--- config.mk ---
export PLATFORM = sky130hd
export DESIGN_NAME = polyphase_rational_resampler_top
export DESIGN_NICKNAME = d
export VERILOG_FILES = /design/src/rtl/core/prr_pkg.sv /design/src/rtl/core/prr_ram.sv /design/src/rtl/core/polyphase_rational_resampler_top.sv
export VERILOG_INCLUDE_DIRS = /design/src /design/src/rtl/core
export SDC_FILE = /design/constraint.sdc
export NUM_CORES = 2
export LEC_CHECK = 0
export BUFFER_PORTS_ARGS = -buffer_cell sky130_fd_sc_hd__buf_2
export CAP_MARGIN = 25
export CORE_UTILIZATION = 45
export DETAILED_ROUTE_END_ITERATION = 16
export PLACE_DENSITY = 0.73
export SYNTH_ARGS = -nofsm -noshare
export SYNTH_HDL_FRONTEND = slang
export SYNTH_HIERARCHICAL = 1
export SYNTH_MEMORY_MAX_BITS = 65536
export SYNTH_SLANG_ARGS = --single-unit
--- constraint.sdc ---
create_clock -name clk_i -period 6.9 [get_ports clk_i]
set_clock_uncertainty 0.2 [all_clocks]
set_input_delay 0.69 -clock clk_i [delete_from_list [all_inputs] [get_ports clk_i]]
set_output_delay 0.69 -clock clk_i [all_outputs]
set_load 0.02 [all_outputs]
--- src/rtl/core/polyphase_rational_resampler_top_macros.svh ---
// Assertion macros shared by the resampler RTL
`ifndef POLYPHASE_RATIONAL_RESAMPLER_TOP_MACROS_SVH
`define POLYPHASE_RATIONAL_RESAMPLER_TOP_MACROS_SVH

`ifndef SYNTH
// checked property, disabled while reset is asserted
`define PRR_ASSERT(lbl, prop) \
  lbl: assert property (@(posedge clk_i) disable iff (!rst_ni) prop) \
    else $error("resampler assertion failed");
// checked property, also evaluated during reset
`define PRR_ASSERT_ALWAYS(lbl, prop) \
  lbl: assert property (@(posedge clk_i) prop) \
    else $error("resampler assertion failed");
`else
`define PRR_ASSERT(lbl, prop)
`define PRR_ASSERT_ALWAYS(lbl, prop)
`endif

`endif

--- src/rtl/core/prr_pkg.sv ---
// Types, constants and arithmetic helpers of the polyphase resampler
package prr_pkg;

  localparam int TAPS      = 16;
  localparam int MAX_UP    = 16;
  localparam int MAX_DOWN  = 64;
  localparam int TAP_DEPTH = TAPS * MAX_UP;
  localparam int TAP_AW    = $clog2(TAP_DEPTH);
  localparam int HIST_AW   = $clog2(TAPS);
  localparam int SMP_W     = 16;
  localparam int UP_W      = 5;
  localparam int DOWN_W    = 7;
  localparam int PH_W      = $clog2(MAX_UP + MAX_DOWN);
  localparam int CNT_W     = $clog2(TAPS + 1);
  localparam int PROD_W    = 2 * SMP_W;
  localparam int ACC_W     = PROD_W + $clog2(TAPS);
  localparam int FRAC_W    = 15;
  localparam int CFG_AW    = 2;
  localparam int CFG_DW    = DOWN_W;

  localparam logic [CFG_AW-1:0] CFG_ENABLE = 2'd0;
  localparam logic [CFG_AW-1:0] CFG_UP     = 2'd1;
  localparam logic [CFG_AW-1:0] CFG_DOWN   = 2'd2;

  localparam logic signed [ACC_W-1:0] ROUND_BIAS = ACC_W'(1 << (FRAC_W - 1));
  localparam logic signed [ACC_W-1:0] SAT_MAX    = ACC_W'(32767);
  localparam logic signed [ACC_W-1:0] SAT_MIN    = -ACC_W'(32768);

  typedef enum logic [1:0] {
    CMD_SAMPLE = 2'd0,
    CMD_TAP    = 2'd1,
    CMD_CLEAR  = 2'd2,
    CMD_NOP    = 2'd3
  } cmd_e;

  typedef enum logic [2:0] {
    ST_IDLE = 3'b001,
    ST_MAC  = 3'b010,
    ST_OUT  = 3'b100
  } state_e;

  function automatic logic signed [SMP_W-1:0] round_sat(input logic signed [ACC_W-1:0] acc);
    logic signed [ACC_W-1:0] r;
    r = (acc + ROUND_BIAS) >>> FRAC_W;
    if (r > SAT_MAX) begin
      r = SAT_MAX;
    end else if (r < SAT_MIN) begin
      r = SAT_MIN;
    end
    return r[SMP_W-1:0];
  endfunction

  function automatic logic [UP_W-1:0] clamp_up(input logic [UP_W-1:0] v);
    logic [UP_W-1:0] r;
    r = v;
    if (v == '0) begin
      r = UP_W'(1);
    end else if (v > UP_W'(MAX_UP)) begin
      r = UP_W'(MAX_UP);
    end
    return r;
  endfunction

  function automatic logic [DOWN_W-1:0] clamp_down(input logic [DOWN_W-1:0] v);
    logic [DOWN_W-1:0] r;
    r = v;
    if (v == '0) begin
      r = DOWN_W'(1);
    end else if (v > DOWN_W'(MAX_DOWN)) begin
      r = DOWN_W'(MAX_DOWN);
    end
    return r;
  endfunction

endpackage

--- src/rtl/core/prr_ram.sv ---
// Generic single write port, single read port RAM with registered read
module prr_ram #(
  parameter int Width = 16,
  parameter int Depth = 16
) (
  input  logic                     clk_i,
  input  logic                     we_i,
  input  logic [$clog2(Depth)-1:0] waddr_i,
  input  logic [Width-1:0]         wdata_i,
  input  logic                     re_i,
  input  logic [$clog2(Depth)-1:0] raddr_i,
  output logic [Width-1:0]         rdata_o
);

  logic [Width-1:0] mem [Depth];
  logic [Width-1:0] rdata_q;

  always_ff @(posedge clk_i) begin
    if (we_i) begin
      mem[waddr_i] <= wdata_i;
    end
    if (re_i) begin
      rdata_q <= mem[raddr_i];
    end
  end

  assign rdata_o = rdata_q;

endmodule

--- src/rtl/core/polyphase_rational_resampler_top.sv ---
// Polyphase rational resampler: history and tap memories, shared MAC, control
// Samples enter a 16-entry history memory; taps sit in a 256-entry memory loaded by
// tap-write requests. With enable set, each sample yields between 0 and L outputs; each
// output is one pass of the single shared multiply-accumulate over 16 taps, one history
// and one tap read per cycle. Tap writes, clears, no-ops and samples that yield no output
// are handled without leaving the idle state; with enable clear a sample passes straight
// through. The input is stalled while outputs of a sample are still being made or one
// waits for the output register; one finished output may wait in the output register.
// Configuration must only be written while idle.
module polyphase_rational_resampler_top
  import prr_pkg::*;
(
  input  logic                     clk_i,
  input  logic                     rst_ni,
  input  logic                     cfg_valid_i,
  output logic                     cfg_ready_o,
  input  logic [CFG_AW-1:0]        cfg_index_i,
  input  logic [CFG_DW-1:0]        cfg_data_i,
  input  logic                     in_valid_i,
  output logic                     in_stall_o,
  input  logic [1:0]               command_i,
  input  logic signed [SMP_W-1:0]  sample_in_i,
  input  logic [TAP_AW-1:0]        tap_index_i,
  input  logic signed [SMP_W-1:0]  tap_value_i,
  output logic                     out_valid_o,
  input  logic                     out_stall_i,
  output logic signed [SMP_W-1:0]  sample_out_o,
  output logic                     last_of_run_o
);

  `include "polyphase_rational_resampler_top_macros.svh"

  // configuration
  logic              en_q;
  logic [UP_W-1:0]   up_q;
  logic [DOWN_W-1:0] down_q;

  // control
  state_e             state_q, state_d;
  logic [CNT_W-1:0]   cnt_q, cnt_d;
  logic [HIST_AW-1:0] idx_q, idx_d;
  logic [TAP_AW-1:0]  addr_q, addr_d;
  logic [HIST_AW-1:0] newest_q, newest_d;
  logic [HIST_AW-1:0] head_q, head_d;
  logic [PH_W-1:0]    phase_q, phase_d;
  logic [PH_W-1:0]    ph_q, ph_d;
  logic [TAPS-1:0]    hv_q, hv_d;
  logic               rd_vld_q, rd_vld_d;
  logic               prod_vld_q, prod_vld_d;
  logic               out_vld_q, out_vld_d;

  // datapath
  logic                     hv_rd_q;
  logic signed [PROD_W-1:0] prod_q;
  logic signed [ACC_W-1:0]  acc_q;
  logic signed [SMP_W-1:0]  res_q, res_d;
  logic                     res_last_q, res_last_d;
  logic signed [SMP_W-1:0]  out_data_q, out_data_d;
  logic                     out_last_q, out_last_d;

  logic [UP_W-1:0]          l_eff;
  logic [DOWN_W-1:0]        m_eff;
  logic [PH_W-1:0]          ph_next;
  logic                     next_last;
  logic                     in_acc, out_free, issue, finish, mac_start;
  logic                     hist_we, tap_we;
  logic [SMP_W-1:0]         hist_rdata, tap_rdata;
  logic signed [SMP_W-1:0]  hist_val;
  logic signed [SMP_W-1:0]  mac_res;
  cmd_e                     cmd;

  assign cfg_ready_o = 1'b1;

  always_ff @(posedge clk_i or negedge rst_ni) begin
    if (!rst_ni) begin
      en_q   <= 1'b0;
      up_q   <= UP_W'(1);
      down_q <= DOWN_W'(1);
    end else if (cfg_valid_i && cfg_ready_o) begin
      unique case (cfg_index_i)
        CFG_ENABLE: en_q   <= cfg_data_i[0];
        CFG_UP:     up_q   <= cfg_data_i[UP_W-1:0];
        CFG_DOWN:   down_q <= cfg_data_i;
        default:    ;
      endcase
    end
  end

  assign l_eff      = clamp_up(up_q);
  assign m_eff      = clamp_down(down_q);
  assign cmd        = cmd_e'(command_i);
  assign in_stall_o = (state_q != ST_IDLE);
  assign in_acc     = in_valid_i && !in_stall_o;
  assign out_free   = !out_vld_q || !out_stall_i;
  assign issue      = (state_q == ST_MAC) && (cnt_q < CNT_W'(TAPS));
  assign finish     = (state_q == ST_MAC) && (cnt_q == CNT_W'(TAPS)) && !rd_vld_q
                      && !prod_vld_q;
  assign ph_next    = ph_q + PH_W'(m_eff);
  assign next_last  = (ph_next >= PH_W'(l_eff));
  assign mac_res    = round_sat(acc_q);

  always_comb begin
    state_d    = state_q;
    cnt_d      = cnt_q;
    idx_d      = idx_q;
    addr_d     = addr_q;
    newest_d   = newest_q;
    head_d     = head_q;
    phase_d    = phase_q;
    ph_d       = ph_q;
    hv_d       = hv_q;
    out_vld_d  = out_vld_q;
    out_data_d = out_data_q;
    out_last_d = out_last_q;
    res_d      = res_q;
    res_last_d = res_last_q;
    hist_we    = 1'b0;
    tap_we     = 1'b0;
    mac_start  = 1'b0;

    if (out_vld_q && !out_stall_i) begin
      out_vld_d = 1'b0;
    end

    rd_vld_d   = issue;
    prod_vld_d = rd_vld_q;
    if (issue) begin
      cnt_d  = cnt_q + CNT_W'(1);
      idx_d  = idx_q - HIST_AW'(1);
      addr_d = addr_q + TAP_AW'(l_eff);
    end

    unique case (state_q)
      ST_IDLE: begin
        if (in_acc) begin
          unique case (cmd)
            CMD_SAMPLE: begin
              if (!en_q) begin
                res_d      = sample_in_i;
                res_last_d = 1'b1;
                if (out_free) begin
                  out_vld_d  = 1'b1;
                  out_data_d = sample_in_i;
                  out_last_d = 1'b1;
                end else begin
                  state_d = ST_OUT;
                end
              end else begin
                hist_we      = 1'b1;
                hv_d[head_q] = 1'b1;
                head_d       = head_q + HIST_AW'(1);
                if (phase_q < PH_W'(l_eff)) begin
                  ph_d      = phase_q;
                  newest_d  = head_q;
                  idx_d     = head_q;
                  addr_d    = TAP_AW'(phase_q);
                  cnt_d     = '0;
                  mac_start = 1'b1;
                  state_d   = ST_MAC;
                end else begin
                  phase_d = phase_q - PH_W'(l_eff);
                end
              end
            end
            CMD_TAP: tap_we = 1'b1;
            CMD_CLEAR: begin
              hv_d    = '0;
              head_d  = '0;
              phase_d = '0;
            end
            CMD_NOP: ;
            default: ;
          endcase
        end
      end
      ST_MAC: begin
        if (finish) begin
          res_d      = mac_res;
          res_last_d = next_last;
          if (next_last) begin
            phase_d = ph_next - PH_W'(l_eff);
          end else begin
            ph_d = ph_next;
          end
          if (out_free) begin
            out_vld_d  = 1'b1;
            out_data_d = mac_res;
            out_last_d = next_last;
            if (next_last) begin
              state_d = ST_IDLE;
            end else begin
              idx_d     = newest_q;
              addr_d    = TAP_AW'(ph_next);
              cnt_d     = '0;
              mac_start = 1'b1;
            end
          end else begin
            state_d = ST_OUT;
          end
        end
      end
      ST_OUT: begin
        if (out_free) begin
          out_vld_d  = 1'b1;
          out_data_d = res_q;
          out_last_d = res_last_q;
          if (res_last_q) begin
            state_d = ST_IDLE;
          end else begin
            idx_d     = newest_q;
            addr_d    = TAP_AW'(ph_q);
            cnt_d     = '0;
            mac_start = 1'b1;
            state_d   = ST_MAC;
          end
        end
      end
      default: state_d = ST_IDLE;
    endcase
  end

  always_ff @(posedge clk_i or negedge rst_ni) begin
    if (!rst_ni) begin
      state_q    <= ST_IDLE;
      cnt_q      <= '0;
      idx_q      <= '0;
      addr_q     <= '0;
      newest_q   <= '0;
      head_q     <= '0;
      phase_q    <= '0;
      ph_q       <= '0;
      hv_q       <= '0;
      rd_vld_q   <= 1'b0;
      prod_vld_q <= 1'b0;
      out_vld_q  <= 1'b0;
    end else begin
      state_q    <= state_d;
      cnt_q      <= cnt_d;
      idx_q      <= idx_d;
      addr_q     <= addr_d;
      newest_q   <= newest_d;
      head_q     <= head_d;
      phase_q    <= phase_d;
      ph_q       <= ph_d;
      hv_q       <= hv_d;
      rd_vld_q   <= rd_vld_d;
      prod_vld_q <= prod_vld_d;
      out_vld_q  <= out_vld_d;
    end
  end

  // unwritten history entries read as zero
  assign hist_val = hv_rd_q ? $signed(hist_rdata) : '0;

  always_ff @(posedge clk_i) begin
    if (issue) begin
      hv_rd_q <= hv_q[idx_q];
    end
    if (rd_vld_q) begin
      prod_q <= hist_val * $signed(tap_rdata);
    end
    if (mac_start) begin
      acc_q <= '0;
    end else if (prod_vld_q) begin
      acc_q <= acc_q + ACC_W'(prod_q);
    end
    res_q      <= res_d;
    res_last_q <= res_last_d;
    out_data_q <= out_data_d;
    out_last_q <= out_last_d;
  end

  prr_ram #(
    .Width(SMP_W),
    .Depth(TAPS)
  ) u_hist_ram (
    .clk_i  (clk_i),
    .we_i   (hist_we),
    .waddr_i(head_q),
    .wdata_i(sample_in_i),
    .re_i   (issue),
    .raddr_i(idx_q),
    .rdata_o(hist_rdata)
  );

  prr_ram #(
    .Width(SMP_W),
    .Depth(TAP_DEPTH)
  ) u_tap_ram (
    .clk_i  (clk_i),
    .we_i   (tap_we),
    .waddr_i(tap_index_i),
    .wdata_i(tap_value_i),
    .re_i   (issue),
    .raddr_i(addr_q),
    .rdata_o(tap_rdata)
  );

  assign out_valid_o   = out_vld_q;
  assign sample_out_o  = out_data_q;
  assign last_of_run_o = out_last_q;

  `PRR_ASSERT(a_phase_bound, phase_q < PH_W'(MAX_UP + MAX_DOWN))
  `PRR_ASSERT(a_idle_pipe_empty, (state_q == ST_IDLE) |-> (!rd_vld_q && !prod_vld_q))
  `PRR_ASSERT(a_branch_in_range, (state_q == ST_MAC && cnt_q == '0) |-> (ph_q < PH_W'(l_eff)))
  `PRR_ASSERT(a_park_only_when_busy, (state_q == ST_OUT) |-> out_vld_q)

endmodule

# Yosys cells after proc, flatten, opt, wreduce, memory -nomap -nowiden
# Memory sizes are Yosys's and may differ from the RTL's. A register that Yosys moved wholly into a read port is not among the register bits.
# Cells that the tools add are included.
[totals]
regBits = 177
latch_bits = 0
ram_bits = 4352
romBits = 0
input_bits = 56
output_inout_bits = 20
wordCells = 229
mem_count = 2
[op_classes]
addsub = 9
n_mul = 1
div_mod_pow = 0
order_cmp = 10
eq_ne = 27
n_shift = 0
muxes = 127
n_bitwise = 1
n_reduce_logical = 30
[mem_list]
columns = ["memory", "depth", "width", "read_ports", "rd_ports_with_merged_regs", "write_ports", "line", "rtl"]
rows = [
  ["u_tap_ram.mem", 256, 16, 1, 1, 1, "prr_ram.sv:15", "logic [Width-1:0] mem [Depth];"],
  ["u_hist_ram.mem", 16, 16, 1, 1, 1, "prr_ram.sv:15", ""],
]
[ops]
columns = ["operator", "n"]
rows = [
  ["$mux 16", 15],
  ["$mux 7", 13],
  ["$mux 8", 10],
  ["$pmux 16 s2", 2],
  ["$mux 5", 12],
  ["$pmux 16 s3", 1],
  ["$mux 4", 11],
  ["$pmux 7 s2", 3],
  ["$mux 1", 39],
  ["$add 36x16->36 const B", 1],
  ["$add 36x32->36", 1],
  ["$mul 16x16->32", 1],
  ["$mux 3", 9],
  ["$pmux 8 s3", 1],
  ["$ne 2x2->1 const B", 11],
  ["$gt 21x16->1 const B", 1],
  ["$lt 21x16->1 const B", 1],
  ["$reduce_and 7->1", 3],
  ["$or 16x16->16", 1],
  ["$ne 3x3->1 const B", 5],
  ["$pmux 5 s3", 1],
  ["$sub 7x5->7", 2],
  ["$pmux 4 s3", 1],
  ["$lt 4x5->1 const B", 2],
  ["other kinds (38)", 58],
]

# Longest topological paths before layout
[logic_depth]
word_depth = 10
ltp_mapped = 28
ltp_nobuf = 26

# By module
# Netlist, hierarchy kept.
[by_module_without_submodules]
columns = ["module", "n_inst", "cells_per_inst", "area_each_um2", "seq_area_each_um2"]
rows = [
  ["prr_ram at u_tap_ram", 1, 7360, 158874.9, 123478.4],
  ["polyphase_rational_resampler_top", 1, 2236, 20719.9, 4588.2],
  ["prr_ram at u_hist_ram", 1, 432, 10203.5, 8167.8],
]

# Worst setup path before layout
# Ideal clock, no wire load.
[synth_timing]
path_kind = "flip-flop to flip-flop"
startpoint = "reg hv_rd_q"
endpoint = "reg prod_q[31], data pin"
setup_time_ps = 260
t_arrival_ps = 6449
required_time_ps = 6440
path_slack_ps = -9
stages_incl_launch_ff = 25
path_buffers = 3
synth_period_minus_slack_ps = 6909
cell_sequence = "edfxtp_1 -> clkbuf_1 -> clkbuf_1 -> and2_1 -> clkbuf_1 -> nand2_1 -> fa_1 -> fa_1 -> fa_1 -> inv_1 -> fa_1 -> fa_1 -> inv_1 -> fa_1 -> inv_1 -> ha_1 -> a21o_1 -> a21o_1 -> a211oi_2 -> o311ai_1 -> o311a_1 -> a21o_1 -> a211o_1 -> a21oi_1 -> xnor2_1"
[synth_between]
elab_chain_cells = 2
[synth_lines]
columns = ["element", "line", "rtl"]
rows = [
  ["start, declared", "polyphase_rational_resampler_top.sv:53", "logic hv_rd_q;"],
  ["start signal, assigned", "polyphase_rational_resampler_top.sv:257", "hv_rd_q <= hv_q[idx_q];"],
  ["$mux 16", "polyphase_rational_resampler_top.sv:253", "assign hist_val = hv_rd_q ? $signed(hist_rdata) : '0;"],
  ["$mul 16x16->32", "polyphase_rational_resampler_top.sv:260", "prod_q <= hist_val * $signed(tap_rdata);"],
  ["end signal, assigned", "polyphase_rational_resampler_top.sv:260", ""],
  ["end, declared", "polyphase_rational_resampler_top.sv:54", "logic signed [PROD_W-1:0] prod_q;"],
]
# Every way passes these cells.
# A chain may end at the register's enable or synchronous reset.

# Worst setup path in the final report
# Same ends and word-level chain as after synthesis.

==> impl_metrics.py <==
metrics = {
    "synth": {
        "synth-simple-area-share": 0.0311,
        "synthXorXnorAreaFrac": 0.00457,
        "syn_area_per_cell_um2": 18.9,
        "yosysWarnings": 6,
        "ys_ff_latch": 4561,
        "synth-compound-area-share": 0.0439,
        "yosysSeqAreaShare": 0.718,
        "synth_flop_cell": "edfxtp_1",
        "ys_async_sr_fraction": 0.0162,
        "synthesis.nets": 10497,
        "synth_cell_types": 102,
        "synthAdderAreaFrac": 0.0378,
        "netlist_area_mm2": 0.190,
        "synth_edf_count": 4451,
        "syn-instance-count": 10028,
        "muxShareOfSynthArea": 0.140,
        "synth_top_family_by_area": "multiplexers",
    },
    "detailed_routing": {
        "drt_iter0_drc": 13317,
        "routed_wl_mm": 499,
        "viasPerCell": 6.13,
        "drc_errors": 0,
        "antenna_left": 0,
        "num_vias": 101937,
        "wl_per_cell_um": 30.0,
        "drtPass1Iterations": 7,
    },
    "pwr": {
        "p_leak_nw": 71.0,
        "total_power_w": 0.105,
        "internal_power_w": 0.0672,
        "pwr-share-comb": 0.464,
        "pwr-share-seq": 0.311,
        "power.switching_w": 0.0377,
        "p_sw_frac": 0.359,
        "powerDensity_mw_per_mm2": 489,
        "vdd_ir_drop_max_mv": 1.66,
        "clockPowerShare": 0.225,
    },
    "critical_path": {
        "startpoint_type": "register",
        "worst-path-buf-inv": 6,
        "crit_family": "adder cells",
        "critPathRequiredTime_ns": 7.38,
        "arrival_ns": 7.26,
        "crit_type": "reg -> reg",
        "path_cells": "buf_6, clkbuf_16, and2_1, nand2_1, fa_1, fa_1, fa_1, inv_1, fa_1, fa_1, inv_1, fa_1, inv_1, ha_4, buf_4, a211oi_4, o311ai_2, o311a_1, a21o_1, a211o_1, a21oi_2, xnor2_2",
        "crit_path_frequent_cell": "fa_1",
        "cpMaxStageDelayCell": "fa_1",
        "crit_path_max_fanout": 5,
        "max_stage_delay_ns": 0.55,
        "worstSetupEndpointType": "register",
    },
    "timing": {
        "holdWs_ns": 0.0417,
        "slew_headroom": 0.0958,
        "rsz0062_at_grt": "true",
        "worst_slew_pin_slew_ns": 1.36,
        "fin_crit_sh": 0.982,
        "final-max-slew-violation-count": 0,
        "post-route-min-period_ns": 6.78,
        "fmax_ghz": 0.148,
        "hold_viol": 0,
        "setup_viol": 0,
    },
    "global_routing": {
        "grt.total_usage": 0.230,
        "antenna_found_initial": 35,
        "grt_pass1_wl_mm": 715,
        "grt_pass1_vias": 101637,
        "grt_max_degree": 190,
        "grt.overflow.total": 0,
    },
    "finish": {
        "seq_area_mm2": 0.136,
        "area_growth_pct": 13.0,
        "nNetsFinal": 11060,
        "final_cell_mix": "4451 x edfxtp_1, 856 x mux4_2, 588 x mux2i_1",
        "final-instance-count-excl-fill": 16627,
        "multi_input_area_mm2": 0.0493,
        "drive_gt1_frac": 0.219,
        "final_common_cell": "edfxtp_1",
        "fillCellCount": 32504,
        "fin_area_mm2": 0.214,
    },
    "die": {
        "io-pin-count": 76,
        "initial_core_util": 0.452,
        "die_h_um": 651,
        "die_w_um": 651,
        "rows": 238,
        "coreArea_mm2": 0.420,
        "die_area_mm2": 0.424,
    },
    "cts": {
        "clock-sinks": 4561,
        "clk_path_buf_depth": 4,
        "cts.root.buffer_cell": "clkbuf_16",
        "htree_levels": 5,
        "tritoncts": "yes",
        "clk_pin_slew_ns": 0.07,
        "clk_latency_ns": 1.03,
        "cts_buffers": 434,
    },
    "status": {
        "outcome": "completed",
    },
    "placed_design": {
        "dp.cells": 15741,
        "gp_congestion": 0.907,
        "dp_hpwl_mm": 304,
        "place_area_mm2": 0.199,
        "port_buffers": 74,
    },
    "worst_hold_path": {
        "hold_class": "in -> reg",
    },
    "run": {
        "drv_cap": 0,
    },
}
-- cell type report --
class	instances	share of cell area
diodes	25	0.000292
clock buffers	525	0.0524
clock inverters	282	0.0133
inverters	396	0.00699
multi-input cells	4504	0.230
flip-flops and latches	4561	0.636
well taps	5640	0.0329
repair buffers	694	0.0285
-- cell usage after synthesis, drive strengths merged (34+ instances only) --
master  number  area [um^2]
edfxtp    4451       134000
xnor2       65          569
inv        396         1490
nand4       35          219
a21oi      258         1310
mux4       866        19500
a22o        34          298
ha         146         1830
clkbuf     312         1170
mux2       105         1180
fa         267         5350
mux2i      588         5890
o22ai      155          970
o21ai      112          583
buf        255         2020
dfrtp       71         1780
nand3       66          340
o221ai     263         2310
nor3       118          607
xor2        34          298
and3       144          906
nand2      289         1080
a21o        34          255
dfxtp       36          721
o211ai      36          270
nor2       442         1660
nor2b       35          226
a22oi       79          593
a221oi      35          313
-- per-layer routing --
layer | global-route usage | vias up | part of all wire
li1 | - | 41664 | -
met4 | 0.105 | 26 | 0.053
met3 | 0.0456 | 1119 | 0.10
met2 | 0.368 | 5933 | 0.47
met1 | 0.306 | 53195 | 0.37
met5 | 0 | - | 0.00036
-- cell families (layout without fill, tap and decap cells) --
| kind of cell | Yosys count | after routing |
|---|---|---|
| other | 1 | 26 |
| XOR/XNOR | 99 | 99 |
| buffers and inverters | 963 | 1897 |
| AO/OA/AOI/OAI | 1180 | 1180 |
| flip-flops | 4561 | 4561 |
| adder cells (fa/ha/maj) | 413 | 413 |
| AND/OR/NAND/NOR | 1252 | 1252 |
| multiplexers | 1559 | 1559 |
-- power by group through the flow --
stage	logic, W	registers [W]	clock network [W]
finish	0.0487	0.0326	0.0236
detailed placement	0.0467	0.0332	0
CTS	0.0474	0.0326	0.0238
global placement	0.0457	0.0333	0
global route	0.0528	0.0327	0.0249
floorplan	0.0308	0.0329	0
-- flip-flops by register name, indices dropped and copies added, names as in the netlist, 3 cells and up --
| register | flops |
|---|---|
| sample_out_o | 16 |
| acc_q | 36 |
| u_tap_ram/rdata_o | 16 |
| addr_q | 8 |
| u_tap_ram/mem | 4096 |
| cnt_q | 5 |
| prod_q | 32 |
| idx_q | 4 |
| ph_q | 7 |
| res_q | 16 |
| hv_q | 16 |
| head_q | 4 |
| newest_q | 4 |
| up_q | 5 |
| phase_q | 7 |
| u_hist_ram/rdata_o | 16 |
| u_hist_ram/mem | 256 |
| down_q | 7 |
| state_q | 3 |
-- worst paths after layout --
check	from	slack, ns	cells after the start	endpoint
setup / recovery	hv_rd_q	0.12	22	prod_q[31]
hold / removal	tap_value_i[7]	0.04	1	u_tap_ram/mem[56][7]
setup reg to reg	hv_rd_q	0.12	22	prod_q[31]
hold reg to reg	acc_q[4]	0.29	2	acc_q[4]
max in group asynchronous	rst_ni	5.39	3	addr_q[3]
min in group asynchronous	rst_ni	0.39	3	state_q[2]
-- per-stage QoR --
stage / TNS [ns] / worst slack (ns) / util
2_1_floorplan: 0 / 0.0527 / -
3_3_place_gp: -0.142 / -0.128 / 0.474
3_5_place_dp: -0.197 / -0.155 / 0.475
4_1_cts: -0.0175 / -0.0175 / 0.509
5_1_grt: -0.133 / -0.0729 / 0.510
6_report: 0 / 0.123 / 0.510
-- what timing repair did --
action / in CTS / in global routing
hold buffers: 34 / 0
setup buffers: 3 / 2
setup endpoints to repair: 4 / 10
pin swaps: 11 / 40
cloned: 2 / 3
endpoints found under the hold margin: 529 / 0
gates resized for setup: 15 / 57
(Power assumes the default switching activity.)
